`config.mk`:
```
export PLATFORM = sky130hd
export DESIGN_NAME = send_on_delta_drive_recorder_flat
export DESIGN_NICKNAME = d
export VERILOG_FILES = /design/src/hw/rtl/sodr_pkg.sv /design/src/hw/rtl/sodr_in_if.sv /design/src/hw/rtl/sodr_out_if.sv /design/src/hw/rtl/sodr_cfg_if.sv /design/src/hw/rtl/sodr_lane.sv /design/src/hw/rtl/sodr_merge.sv /design/src/hw/rtl/send_on_delta_drive_recorder.sv /design/src/flat_wrapper.sv
export VERILOG_INCLUDE_DIRS = /design/src /design/src/hw/rtl
export SDC_FILE = /design/constraint.sdc
export NUM_CORES = 1
export LEC_CHECK = 0
export ABC_AREA = 1
export BUFFER_PORTS_ARGS = -buffer_cell sky130_fd_sc_hd__buf_2
export CORE_MARGIN = 3
export CORE_UTILIZATION = 55
export CTS_BUF_LIST = sky130_fd_sc_hd__clkbuf_4
export DETAILED_ROUTE_END_ITERATION = 8
export PLACE_DENSITY = 0.83
export SYNTH_ARGS = -nofsm -noshare
export SYNTH_HDL_FRONTEND = slang
export SYNTH_SLANG_ARGS = --single-unit
```
`constraint.sdc`:
```
create_clock -name clk_i -period 6.1 [get_ports clk_i]
set_input_delay 1.22 -clock clk_i [delete_from_list [all_inputs] [get_ports clk_i]]
set_output_delay 1.22 -clock clk_i [all_outputs]
set_load 0.01 [all_outputs]
```
`src/hw/rtl/send_on_delta_drive_recorder_macros.svh`:
```
// Assertion macros for the send-on-delta drive recorder.
`ifndef SEND_ON_DELTA_DRIVE_RECORDER_MACROS_SVH
`define SEND_ON_DELTA_DRIVE_RECORDER_MACROS_SVH
`ifndef SYNTH
`define SODR_ASSERT(lbl, clk, rstn, expr) \
  lbl: assert property (@(posedge clk) disable iff (!rstn) (expr)) \
    else $error("assertion failed");
`define SODR_ASSERT_NEXT(lbl, clk, rstn, ante, cons) \
  lbl: assert property (@(posedge clk) disable iff (!rstn) (ante) |=> (cons)) \
    else $error("assertion failed");
`else
`define SODR_ASSERT(lbl, clk, rstn, expr)
`define SODR_ASSERT_NEXT(lbl, clk, rstn, ante, cons)
`endif
`endif

```
`src/hw/rtl/sodr_pkg.sv`:
```
// Shared constants and types of the send-on-delta drive recorder.
package sodr_pkg;

  localparam int TICK_BITS_DEF   = 16;
  localparam int SAMPLE_BITS_DEF = 15;

  localparam int WIN_W      = 16;
  localparam int THR_W      = 15;
  localparam int CFG_DATA_W = 16;
  localparam int CFG_IDX_W  = 1;

  localparam logic [WIN_W-1:0] WIN_RESET = 16'd300;
  localparam logic [THR_W-1:0] THR_RESET = 15'd15;

  localparam logic EVT_RECORD     = 1'b0;
  localparam logic EVT_WINDOW_END = 1'b1;

  typedef enum logic [CFG_IDX_W-1:0] {
    REG_TICKS_IN_WINDOW  = 1'b0,
    REG_CHANGE_THRESHOLD = 1'b1
  } cfg_reg_e;

  typedef struct packed {
    logic left;
    logic right;
  } lane_hits_t;

endpackage

```
`src/hw/rtl/sodr_in_if.sv`:
```
// Input channel: one sampling tick with the left and right drive voltages.
interface sodr_in_if #(
  parameter int SAMPLE_BITS = 15
);
  logic                          valid;
  logic                          ready;
  logic signed [SAMPLE_BITS-1:0] left_voltage;
  logic signed [SAMPLE_BITS-1:0] right_voltage;

  modport source (output valid, output left_voltage, output right_voltage, input ready);
  modport sink (input valid, input left_voltage, input right_voltage, output ready);
endinterface

```
`src/hw/rtl/sodr_out_if.sv`:
```
// Output channel: one record or window-end event.
interface sodr_out_if #(
  parameter int TICK_BITS   = 16,
  parameter int SAMPLE_BITS = 15
);
  logic                          valid;
  logic                          ready;
  logic                          event_kind;
  logic [TICK_BITS-1:0]          record_tick;
  logic signed [SAMPLE_BITS-1:0] record_left;
  logic signed [SAMPLE_BITS-1:0] record_right;

  modport source (output valid, output event_kind, output record_tick, output record_left,
                  output record_right, input ready);
  modport sink (input valid, input event_kind, input record_tick, input record_left,
                input record_right, output ready);
endinterface

```
`src/hw/rtl/sodr_cfg_if.sv`:
```
// Configuration write channel: register index and write data.
interface sodr_cfg_if;
  import sodr_pkg::*;
  logic                  valid;
  logic                  ready;
  logic [CFG_IDX_W-1:0]  index;
  logic [CFG_DATA_W-1:0] data;

  modport source (output valid, output index, output data, input ready);
  modport sink (input valid, input index, input data, output ready);
endinterface

```
`src/hw/rtl/sodr_lane.sv`:
```
// One voltage lane: last recorded value and the delta-over-threshold test.
module sodr_lane import sodr_pkg::*; #(
  parameter int SAMPLE_BITS = SAMPLE_BITS_DEF
) (
  input  logic                          clk_i,
  input  logic                          rst_ni,
  input  logic signed [SAMPLE_BITS-1:0] sample_i,
  input  logic [THR_W-1:0]              threshold_i,
  input  logic                          commit_i,
  output logic                          changed_o
);

  localparam int CMP_W = (SAMPLE_BITS + 1 > THR_W) ? SAMPLE_BITS + 1 : THR_W;

  logic signed [SAMPLE_BITS-1:0] last_q, last_d;
  logic signed [SAMPLE_BITS:0]   diff;
  logic [SAMPLE_BITS:0]          diff_u;
  logic [SAMPLE_BITS:0]          mag;

  assign diff   = {last_q[SAMPLE_BITS-1], last_q} - {sample_i[SAMPLE_BITS-1], sample_i};
  assign diff_u = diff;
  assign mag    = diff_u[SAMPLE_BITS] ? (~diff_u + 1'b1) : diff_u;

  assign changed_o = CMP_W'(mag) > CMP_W'(threshold_i);

  assign last_d = commit_i ? sample_i : last_q;

  always_ff @(posedge clk_i or negedge rst_ni) begin
    if (!rst_ni) begin
      last_q <= '0;
    end else begin
      last_q <= last_d;
    end
  end

endmodule

```
`src/hw/rtl/sodr_merge.sv`:
```
// Merge stage: tick counter, window control and the registered result.
module sodr_merge import sodr_pkg::*; #(
  parameter int TICK_BITS   = TICK_BITS_DEF,
  parameter int SAMPLE_BITS = SAMPLE_BITS_DEF
) (
  input  logic                          clk_i,
  input  logic                          rst_ni,
  input  logic [WIN_W-1:0]              win_i,
  input  logic                          in_valid_i,
  output logic                          in_ready_o,
  input  logic signed [SAMPLE_BITS-1:0] left_i,
  input  logic signed [SAMPLE_BITS-1:0] right_i,
  input  lane_hits_t                    hits_i,
  output logic                          commit_o,
  output logic                          out_valid_o,
  input  logic                          out_ready_i,
  output logic                          event_kind_o,
  output logic [TICK_BITS-1:0]          record_tick_o,
  output logic signed [SAMPLE_BITS-1:0] record_left_o,
  output logic signed [SAMPLE_BITS-1:0] record_right_o
);

  logic [TICK_BITS-1:0]          tick_q, tick_d;
  logic                          has_rec_q, has_rec_d;
  logic                          valid_q, valid_d;
  logic                          kind_q, kind_d;
  logic [TICK_BITS-1:0]          otick_q, otick_d;
  logic signed [SAMPLE_BITS-1:0] oleft_q, oleft_d;
  logic signed [SAMPLE_BITS-1:0] oright_q, oright_d;

  logic [TICK_BITS-1:0] win;
  logic [TICK_BITS-1:0] last_pos;
  logic [TICK_BITS-1:0] tick_inc;
  logic                 accept;
  logic                 emit;

  assign win        = TICK_BITS'(win_i);
  assign last_pos   = win - 1'b1;
  assign tick_inc   = tick_q + 1'b1;
  assign in_ready_o = !valid_q || out_ready_i;
  assign accept     = in_valid_i && in_ready_o;

  always_comb begin
    tick_d    = tick_q;
    has_rec_d = has_rec_q;
    kind_d    = kind_q;
    otick_d   = otick_q;
    oleft_d   = oleft_q;
    oright_d  = oright_q;
    commit_o  = 1'b0;
    emit      = 1'b0;
    if (accept) begin
      if (tick_q == last_pos) begin
        emit     = 1'b1;
        tick_d   = tick_inc;
        kind_d   = EVT_WINDOW_END;
        otick_d  = tick_q;
        oleft_d  = '0;
        oright_d = '0;
      end else if (tick_q != win) begin
        tick_d = tick_inc;
        if (hits_i.left || hits_i.right) begin
          emit      = 1'b1;
          commit_o  = 1'b1;
          has_rec_d = 1'b1;
          tick_d    = has_rec_q ? tick_inc : '0;
          kind_d    = EVT_RECORD;
          otick_d   = has_rec_q ? tick_inc : '0;
          oleft_d   = left_i;
          oright_d  = right_i;
        end
      end
    end
  end

  always_comb begin
    if (emit) begin
      valid_d = 1'b1;
    end else if (out_ready_i) begin
      valid_d = 1'b0;
    end else begin
      valid_d = valid_q;
    end
  end

  always_ff @(posedge clk_i or negedge rst_ni) begin
    if (!rst_ni) begin
      tick_q    <= '0;
      has_rec_q <= 1'b0;
      valid_q   <= 1'b0;
    end else begin
      tick_q    <= tick_d;
      has_rec_q <= has_rec_d;
      valid_q   <= valid_d;
    end
  end

  always_ff @(posedge clk_i) begin
    kind_q   <= kind_d;
    otick_q  <= otick_d;
    oleft_q  <= oleft_d;
    oright_q <= oright_d;
  end

  assign out_valid_o    = valid_q;
  assign event_kind_o   = kind_q;
  assign record_tick_o  = otick_q;
  assign record_left_o  = oleft_q;
  assign record_right_o = oright_q;

endmodule

```
`src/hw/rtl/send_on_delta_drive_recorder.sv`:
```
// Send-on-delta drive recorder: top level with configuration registers.
//
// in_i carries one sampling tick per item: a left and a right drive voltage.
// out_o carries records (event_kind 0) and the window-end event (event_kind 1).
// cfg_i writes ticks_in_window (index 0) and change_threshold (index 1); it is
// always ready and takes effect on the next item.
// Two lanes compare each voltage against its last recorded value in parallel;
// the merge stage runs the tick counter and registers the result.
// A result appears on out_o in the cycle after its item is accepted.
// Throughput: one item per cycle while out_o takes each result, set by the single output register.
// A stalled receiver holds the result; in_i stays ready as long as the held
// result is taken in the same cycle, so one result is buffered at most.
// Reset clears the tick count, the record flag and the last recorded pair,
// loads ticks_in_window = 300 and change_threshold = 15, and empties out_o.
// After the window end every further item is accepted and dropped.
module send_on_delta_drive_recorder import sodr_pkg::*; #(
  parameter int TICK_BITS   = TICK_BITS_DEF,
  parameter int SAMPLE_BITS = SAMPLE_BITS_DEF
) (
  input logic       clk_i,
  input logic       rst_ni,
  sodr_in_if.sink   in_i,
  sodr_out_if.source out_o,
  sodr_cfg_if.sink  cfg_i
);

`include "send_on_delta_drive_recorder_macros.svh"

  logic [WIN_W-1:0] win_q, win_d;
  logic [THR_W-1:0] thr_q, thr_d;
  lane_hits_t       hits;
  logic             commit;

  assign cfg_i.ready = 1'b1;

  always_comb begin
    win_d = win_q;
    thr_d = thr_q;
    if (cfg_i.valid) begin
      case (cfg_reg_e'(cfg_i.index))
        REG_TICKS_IN_WINDOW:  win_d = cfg_i.data[WIN_W-1:0];
        REG_CHANGE_THRESHOLD: thr_d = cfg_i.data[THR_W-1:0];
        default: ;
      endcase
    end
  end

  always_ff @(posedge clk_i or negedge rst_ni) begin
    if (!rst_ni) begin
      win_q <= WIN_RESET;
      thr_q <= THR_RESET;
    end else begin
      win_q <= win_d;
      thr_q <= thr_d;
    end
  end

  sodr_lane #(.SAMPLE_BITS(SAMPLE_BITS)) u_lane_left (
    .clk_i       (clk_i),
    .rst_ni      (rst_ni),
    .sample_i    (in_i.left_voltage),
    .threshold_i (thr_q),
    .commit_i    (commit),
    .changed_o   (hits.left)
  );

  sodr_lane #(.SAMPLE_BITS(SAMPLE_BITS)) u_lane_right (
    .clk_i       (clk_i),
    .rst_ni      (rst_ni),
    .sample_i    (in_i.right_voltage),
    .threshold_i (thr_q),
    .commit_i    (commit),
    .changed_o   (hits.right)
  );

  sodr_merge #(.TICK_BITS(TICK_BITS), .SAMPLE_BITS(SAMPLE_BITS)) u_merge (
    .clk_i          (clk_i),
    .rst_ni         (rst_ni),
    .win_i          (win_q),
    .in_valid_i     (in_i.valid),
    .in_ready_o     (in_i.ready),
    .left_i         (in_i.left_voltage),
    .right_i        (in_i.right_voltage),
    .hits_i         (hits),
    .commit_o       (commit),
    .out_valid_o    (out_o.valid),
    .out_ready_i    (out_o.ready),
    .event_kind_o   (out_o.event_kind),
    .record_tick_o  (out_o.record_tick),
    .record_left_o  (out_o.record_left),
    .record_right_o (out_o.record_right)
  );

  `SODR_ASSERT(a_no_accept_into_stall, clk_i, rst_ni, !(in_i.valid && in_i.ready && out_o.valid && !out_o.ready))
  `SODR_ASSERT(a_window_end_zero, clk_i, rst_ni, !(out_o.valid && (out_o.event_kind == EVT_WINDOW_END) && ((out_o.record_left != '0) || (out_o.record_right != '0))))
  `SODR_ASSERT_NEXT(a_commit_shows, clk_i, rst_ni, commit, out_o.valid && (out_o.event_kind == EVT_RECORD))

endmodule

```
`src/flat_wrapper.sv`:
```
// flat-port wrapper written by rule: the top's interface ports become plain ports
module send_on_delta_drive_recorder_flat import sodr_pkg::*;
#(
  parameter int TICK_BITS   = TICK_BITS_DEF,
  parameter int SAMPLE_BITS = SAMPLE_BITS_DEF
)
  (clk_i, rst_ni, in_i_valid, in_i_left_voltage, in_i_right_voltage, in_i_ready, out_o_valid, out_o_event_kind, out_o_record_tick, out_o_record_left, out_o_record_right, out_o_ready, cfg_i_valid, cfg_i_index, cfg_i_data, cfg_i_ready);
  sodr_in_if #(.SAMPLE_BITS(SAMPLE_BITS)) in_i_i ();
  sodr_out_if #(.TICK_BITS(TICK_BITS), .SAMPLE_BITS(SAMPLE_BITS)) out_o_i ();
  sodr_cfg_if cfg_i_i ();
  input logic clk_i;
  input logic rst_ni;
  input wire logic [$bits(in_i_i.valid)-1:0] in_i_valid;
  input wire logic [$bits(in_i_i.left_voltage)-1:0] in_i_left_voltage;
  input wire logic [$bits(in_i_i.right_voltage)-1:0] in_i_right_voltage;
  output wire logic [$bits(in_i_i.ready)-1:0] in_i_ready;
  output wire logic [$bits(out_o_i.valid)-1:0] out_o_valid;
  output wire logic [$bits(out_o_i.event_kind)-1:0] out_o_event_kind;
  output wire logic [$bits(out_o_i.record_tick)-1:0] out_o_record_tick;
  output wire logic [$bits(out_o_i.record_left)-1:0] out_o_record_left;
  output wire logic [$bits(out_o_i.record_right)-1:0] out_o_record_right;
  input wire logic [$bits(out_o_i.ready)-1:0] out_o_ready;
  input wire logic [$bits(cfg_i_i.valid)-1:0] cfg_i_valid;
  input wire logic [$bits(cfg_i_i.index)-1:0] cfg_i_index;
  input wire logic [$bits(cfg_i_i.data)-1:0] cfg_i_data;
  output wire logic [$bits(cfg_i_i.ready)-1:0] cfg_i_ready;
  assign in_i_i.valid = in_i_valid;
  assign in_i_i.left_voltage = in_i_left_voltage;
  assign in_i_i.right_voltage = in_i_right_voltage;
  assign in_i_ready = in_i_i.ready;
  assign out_o_valid = out_o_i.valid;
  assign out_o_event_kind = out_o_i.event_kind;
  assign out_o_record_tick = out_o_i.record_tick;
  assign out_o_record_left = out_o_i.record_left;
  assign out_o_record_right = out_o_i.record_right;
  assign out_o_i.ready = out_o_ready;
  assign cfg_i_i.valid = cfg_i_valid;
  assign cfg_i_i.index = cfg_i_index;
  assign cfg_i_i.data = cfg_i_data;
  assign cfg_i_ready = cfg_i_i.ready;
  send_on_delta_drive_recorder #(.TICK_BITS(TICK_BITS), .SAMPLE_BITS(SAMPLE_BITS)) u_core (.clk_i(clk_i), .rst_ni(rst_ni), .in_i(in_i_i), .out_o(out_o_i), .cfg_i(cfg_i_i));
endmodule
```
# Word-level counts from Yosys, hierarchy flattened

Index checks and enable logic that the tools add are counted.

Flip-flop bits (word level): 126
Input bits: 52
Output and inout port bits: 50
Word-level logic and storage cells: 60

$add $sub $neg: 6
Magnitude comparators: 2
Eq/ne operators: 2
Muxes and demuxes: 23
Bitwise operators: 4
Reduce and logical (&&, ||, !) cells: 12

Operators by type and width:

| kind                                                                  | count |
|---|---|
| 16-bit 2-to-1 mux                                                     | 9 |
| 15-bit 2-to-1 mux                                                     | 4 |
| 16-bit by 1-bit adder with 16-bit output (second input constant)      | 3 |
| 16-bit by 15-bit greater-than comparator with 1-bit output            | 2 |
| 16-bit NOT                                                            | 2 |
| 15-bit by 15-bit subtractor with 16-bit output                        | 2 |
| 16-bit == test                                                        | 1 |
| 16-bit != test                                                        | 1 |
| 16-bit by 1-bit subtractor with 16-bit output (second input constant) | 1 |
| 1-bit 2-to-1 mux                                                      | 10 |
| 2-bit AND reduction                                                   | 3 |
| 2-bit nonzero test                                                    | 3 |
| 4-bit AND reduction                                                   | 1 |
| 3-bit AND reduction                                                   | 1 |
| 1-bit logical OR                                                      | 2 |
| 1-bit NOT                                                             | 2 |
| 1-bit logical AND                                                     | 1 |
| 1-bit zero test                                                       | 1 |

# Logic depth before layout (Yosys ltp)

Depth in word-level cells: 11
Gate-level depth with buffers: 36
Depth with buffers taken out: 34

# Cells and area by module

From an unflattened synthesis, not the netlist that was laid out.

Cell total of the unflattened synthesis: 1,391
Area, all modules: 9,898.2 µm²

Modules (own cells, without submodules):

| module                          | times used | cells each | area an instance (µm²) | seq. area each (µm²) |
|---|---|---|---|---|
| sodr_merge                      | 1          | 464        | 3,847.4                | 1,861.8 |
| sodr_lane (u_core.u_lane_left)  | 1          | 396        | 2,392.3                | 375.4 |
| sodr_lane (u_core.u_lane_right) | 1          | 393        | 2,378.5                | 375.4 |
| send_on_delta_drive_recorder    | 1          | 138        | 1,280.0                | 785.8 |

# Worst setup path after synthesis

No wires, ideal clock.

Path kind: in2reg
Start: in in_i_right_voltage[0]
End: reg u_core.u_merge.kind_q (netlist: u_core.u_merge.event_kind_o) (enable)
Setup time: 0.401 ns
Data arrival time: 5.009 ns
Data required time: 5.699 ns
Path slack: 0.690 ns
Cell stages on the path: 30
Buffers on the path: 0
Path through: ha_1 -> inv_1 -> fa_1 -> inv_1 -> ha_1 -> inv_1 -> nor2_1 -> nand2_1 -> nor2_1 -> nand2_1 -> nor2_1 -> nand3b_1 -> o21ai_0 -> xor2_1 -> ha_1 -> nand2_1 -> nor2_1 -> and2_1 -> nand2_1 -> nand3_1 -> nand2_1 -> nand2_1 -> nand2_1 -> nand2_1 -> nand2_1 -> nand2_1 -> inv_1 -> nand4_1 -> nand3_1 -> inv_1

Word-level cells in the longest chain between the ends: 8

RTL lines:

| element                                                        | RTL line           | source |
|---|---|---|
| start, declared                                                | flat_wrapper.sv:15 | `input wire logic [$bits(in_i_i.right_voltage)-1:0] in_i_right_voltage;` |
| 15-bit by 15-bit subtractor with 16-bit output (*)             | sodr_lane.sv:20    | `assign diff = {last_q[SAMPLE_BITS-1], last_q} - {sample_i[SAMPLE_BITS-1], sample_i};` |
| 16-bit NOT                                                     | sodr_lane.sv:22    | `assign mag = diff_u[SAMPLE_BITS] ? (~diff_u + 1'b1) : diff_u;` |
| 16-bit by 1-bit adder with 16-bit output                       | sodr_lane.sv:22    |  |
| 16-bit 2-to-1 mux (*)                                          | sodr_lane.sv:22    |  |
| 16-bit by 15-bit greater-than comparator with 1-bit output (*) | sodr_lane.sv:24    | `assign changed_o = CMP_W'(mag) > CMP_W'(threshold_i);` |
| 1-bit logical OR (*)                                           | sodr_merge.sv:62   | `if (hits_i.left \|\| hits_i.right) begin` |
| 2-bit nonzero test (no line) (*)                               | --                 |  |
| 3-bit AND reduction (no line) (*)                              | --                 |  |
| end signal, assigned                                           | sodr_merge.sv:99   | `kind_q <= kind_d;` |
| end, declared                                                  | sodr_merge.sv:26   | `logic kind_q, kind_d;` |

Mark *: on every way between the ends. The rest lies on a longest branch, timed or not.
A chain may end at the register's enable or synchronous reset.

# Worst setup path after layout

Start: in in_i_left_voltage[5]
End: reg u_core.u_merge.oleft_q[8] (netlist: u_core.u_merge.record_left_o[8]) (enable)

Word-level cells in the longest chain between the ends: 8

RTL lines:

| element                                                        | RTL line           | source |
|---|---|---|
| start, declared                                                | flat_wrapper.sv:14 | `input wire logic [$bits(in_i_i.left_voltage)-1:0] in_i_left_voltage;` |
| 15-bit by 15-bit subtractor with 16-bit output (*)             | sodr_lane.sv:20    |  |
| 16-bit NOT                                                     | sodr_lane.sv:22    |  |
| 16-bit by 1-bit adder with 16-bit output                       | sodr_lane.sv:22    |  |
| 16-bit 2-to-1 mux (*)                                          | sodr_lane.sv:22    |  |
| 16-bit by 15-bit greater-than comparator with 1-bit output (*) | sodr_lane.sv:24    |  |
| 1-bit logical OR (*)                                           | sodr_merge.sv:62   |  |
| 2-bit nonzero test (no line) (*)                               | --                 |  |
| 3-bit AND reduction (no line) (*)                              | --                 |  |
| end signal, assigned                                           | sodr_merge.sv:101  | `oleft_q <= oleft_d;` |
| end, declared                                                  | sodr_merge.sv:28   | `logic signed [SAMPLE_BITS-1:0] oleft_q, oleft_d;` |

Marked as above.

==> impl_results.md <==
- Placed wire-length estimate: 16100 µm
- Mapped Area: between 0.009 and 0.01 mm²
- Type of the most critical hold path: flip-flop to flip-flop
- Synth warn: 0
- Initial DRC count: 553
- Final TNS setup: 0 ns
- Die height: ~140 µm
- Clock sink count: about 130
- Seq pwr share: 0.252
- Clock buffer depth: 2
- Util after Layout: 0.630
- Vias in the first global route: 7540
- RSZ-0062 raised after global routing: false
- Initial Util: 0.574
- R2R Path End: u_core.u_merge.record_left_o[8]$_SDFFCE_PP0P_
- Worst EP arrival: 5.10 ns
- Filler cell count in the final layout: 1496
- Slowest library cell on the worst path: ha_1
- Initial antenna violation count: 1
- Largest net degree at the start of global routing: just under 60
- Sequential area share after synthesis: 0.365
- Nets: 1504
- Detail Route Antenna Nets: 0
- Syn nets: 1415
- Cell leakage power: 5.66 nW
- Clk_skew: 0.0200 ns
- Hold slack final: 0.493 ns
- Part of the power in combinational logic: 0.648
- Count of final setup violators: 0
- Worst stage delay on the critical path: 0.36 ns
- Hold Startpoint: u_core.u_lane_left.last_q[12]$_DFFE_PN0P_
- Total congestion overflow: 0
- Ys flop type: dfrtp_1
- R2r startpoint: u_core.u_lane_left.last_q[10]$_DFFE_PN0P_
- Distinct cell type count after synthesis: 42
- Hold buffers post-CTS: 0
- DR DRC count: 0
- Tcrit/Tclk final: 0.793
- Die area: around 0.019 mm²
- WL/cell: 13.1 µm
- GRT Util Overall: 0.238
- H-tree levels: 4
- Worst-path fanout max: 41
- Global-route wire length before repair: 35400 µm
- Hold Crit Endpoint: u_core.u_lane_left.last_q[12]$_DFFE_PN0P_
- Fmax: 0.207 GHz
- Internal Power: 2.83 mW
- Worst reg2reg setup slack: roughly 1.7 ns
- Final Hold Fails: 0
- P&R area growth vs syn: 9.77%
- IO Port Bufs: 100
- Hold depth: 2
- Max Cap Viol: 0
- Dpl cells: about 1600
- Clock slew at reported path FFs: 0.12 ns
- Pre-antenna DRT Iters: 7
- RePlAce Congestion: approximately 0.9
- Via-to-Cell Ratio: 5.10
- Worst Path Required: 6.36 ns
- Avg Cell Area, Syn: 7.18 µm²
- Total vias in the final route: 8243
- Slew HR: 0.343
- Status: finished clean
- Row cnt: 46
- Cell mode on critical path: nand2_1
- # Post-CTS Setup Buffers: 0
- Die X: 136 µm
- Worst R2R Path Depth: 28
- Fraction of layout instances using a drive strength above 1: 0.122
- Sw Ratio: 0.501
- Peak VDD IR: 0.307 mV
- Root Buffer: clkbuf_4
- Number of synthesized register bits: 126
- Synth async-reset ratio: 0.627
- CTS tree: yes
- Critical path type: input port to flip-flop
- Fin crit period: 4.84 ns
- Final slew viol count: 0
- Synthesized instance count: 1297
- Pin slew with the least headroom to its limit: 0.983 ns
- Startpoint Class: input port
- Total power: 5.68 mW
- Core box area: 0.0162 mm²
- Non-Filler Instances: 1616
- Num CTS Buffers: 17
- Number of flops mapped to enable cells by yosys: 47
- Psw: 2.85 mW
- Final WL: 21100 µm
- Io pins: 102
- Pwr Density: 556 mW/mm²
- Clk network pwr share: 0.100
- Cts repair resizes: 0
- Worst setup EP type: flip-flop
- Clk_lat worst skew: 0.57 ns
## area by class of cell
class | instances | area (µm²) | area share
Multi-Input combinational cell | 911 | 4880 | 0.478
Sequential cell | 126 | 3400 | 0.333
Inverter | 226 | 848 | 0.0830
Timing Repair Buffer | 104 | 546 | 0.0534
Tap cell | 216 | 270 | 0.0264
Clock buffer | 18 | 135 | 0.0132
Clock inverter | 14 | 135 | 0.0132
Antenna cell | 1 | 2.50 | 0.000245
## cells in the mapped netlist (2+ instances only)
master	number	area [µm²]
nand3_1	42	210
edfxtp_1	47	1410
xnor2_1	20	175
o21ai_0	48	240
ha_1	64	801
nor2_2	6	37.5
nand3_4	4	70.1
nand4_1	45	282
buf_6	4	45.0
buf_4	2	15.0
nor2_1	100	375
a21oi_1	36	180
fa_1	2	40.0
or2_2	2	12.5
nand3b_1	15	113
and2_1	3	18.8
clkbuf_2	2	10.0
o21ai_1	2	10.0
nand2_1	440	1650
inv_2	4	15.0
xor2_1	47	412
dfstp_2	8	210
nor3_2	2	20.0
o22ai_1	10	62.6
buf_2	9	45.0
dfrtp_1	71	1780
o21bai_1	2	15.0
nand3_2	4	40.0
buf_1	3	11.3
and3_1	2	12.5
inv_1	222	833
a21o_1	2	15.0
clkbuf_1	14	52.6
nor3_1	5	25.0
## registers in the layout (all words and copies together) (netlist names)
register	flops
u_core.u_lane_right.last_q	15
u_core.u_merge.record_left_o	15
u_core.win_q	16
u_core.u_merge.record_tick_o	16
u_core.u_merge.has_rec_q	1
u_core.u_merge.event_kind_o	1
u_core.thr_q	15
u_core.u_merge.tick_q	16
u_core.u_merge.out_valid_o	1
u_core.u_lane_left.last_q	15
u_core.u_merge.record_right_o	15
## cell families (layout without fill, tap and decap cells)
group,after synthesis,after routing,synth area share
other,1,2,0.000403
AND/OR/NAND/NOR,674,674,0.312
XOR/XNOR,67,67,0.0630
flip-flops,126,126,0.365
multiplexers,1,1,0.00121
AO/OA/AOI/OAI,102,102,0.0578
adder cells (fa/ha/maj),66,66,0.0903
buffers and inverters,260,362,0.110
## layer usage
layer | wire length, µm | GRT usage
met1 | 10200 | 0.335
met2 | 9350 | 0.374
met3 | 1340 | 0.0496
met4 | 240 | 0.0649
met5 | 0 | 0
## how the worst max path moves through the flow
stage                     startpoint                                              end  slack [ns]
6_report        in_i_left_voltage[5]    u_core.u_merge.record_left_o[8]$_SDFFCE_PP0P_        1.26
3_5_place_dp   in_i_right_voltage[0]    u_core.u_merge.record_left_o[5]$_SDFFCE_PP0P_        0.74
5_1_grt         in_i_left_voltage[5]    u_core.u_merge.record_left_o[8]$_SDFFCE_PP0P_        0.83
2_1_floorplan  in_i_right_voltage[0]        u_core.u_merge.event_kind_o$_SDFFCE_PP1P_        0.69
3_3_place_gp   in_i_left_voltage[10]    u_core.u_merge.record_left_o[5]$_SDFFCE_PP0P_        0.82
4_1_cts        in_i_right_voltage[0]  u_core.u_merge.record_right_o[11]$_SDFFCE_PP0P_        1.35
## placed cells by master, fill, tap and decap left out, types with 45 or more instances in the layout
master / instances
buf_2: 99
edfxtp_1: 47
o21ai_0: 48
nand4_1: 45
xor2_1: 47
inv_1: 221
nand2_1: 440
nor2_1: 100
dfrtp_1: 71
ha_1: 64
## metrics by stage
stage / worst slack (ns) / cell area (µm²)
3_3_place_gp: 0.819 / 9950
2_1_floorplan: 0.690 / 9310
5_1_grt: 0.827 / 10200
4_1_cts: 1.35 / 10200
3_5_place_dp: 0.740 / 9950
6_report: 1.26 / 10200
## worst max-delay path, delay by kind of cell
kind / cells / cell delay (ns)
AND/OR/NAND/NOR: 20 / 1.73
buffers and inverters: 8 / 1.08
adder cells (fa/ha/maj): 2 / 0.64
AO/OA/AOI/OAI: 1 / 0.24
XOR/XNOR: 1 / 0.14
## power by group through the flow
| stage | registers, mW | clock network, mW | logic, mW |
|---|---|---|---|
| floorplan | 1.53 | 0 | 2.74 |
| global placement | 1.44 | 0 | 3.55 |
| detailed placement | 1.44 | 0 | 3.66 |
| CTS | 1.43 | 0.581 | 3.67 |
| global route | 1.47 | 0.626 | 4.23 |
| finish | 1.43 | 0.570 | 3.68 |
Note: power is estimated with default switching activity, not from simulation.
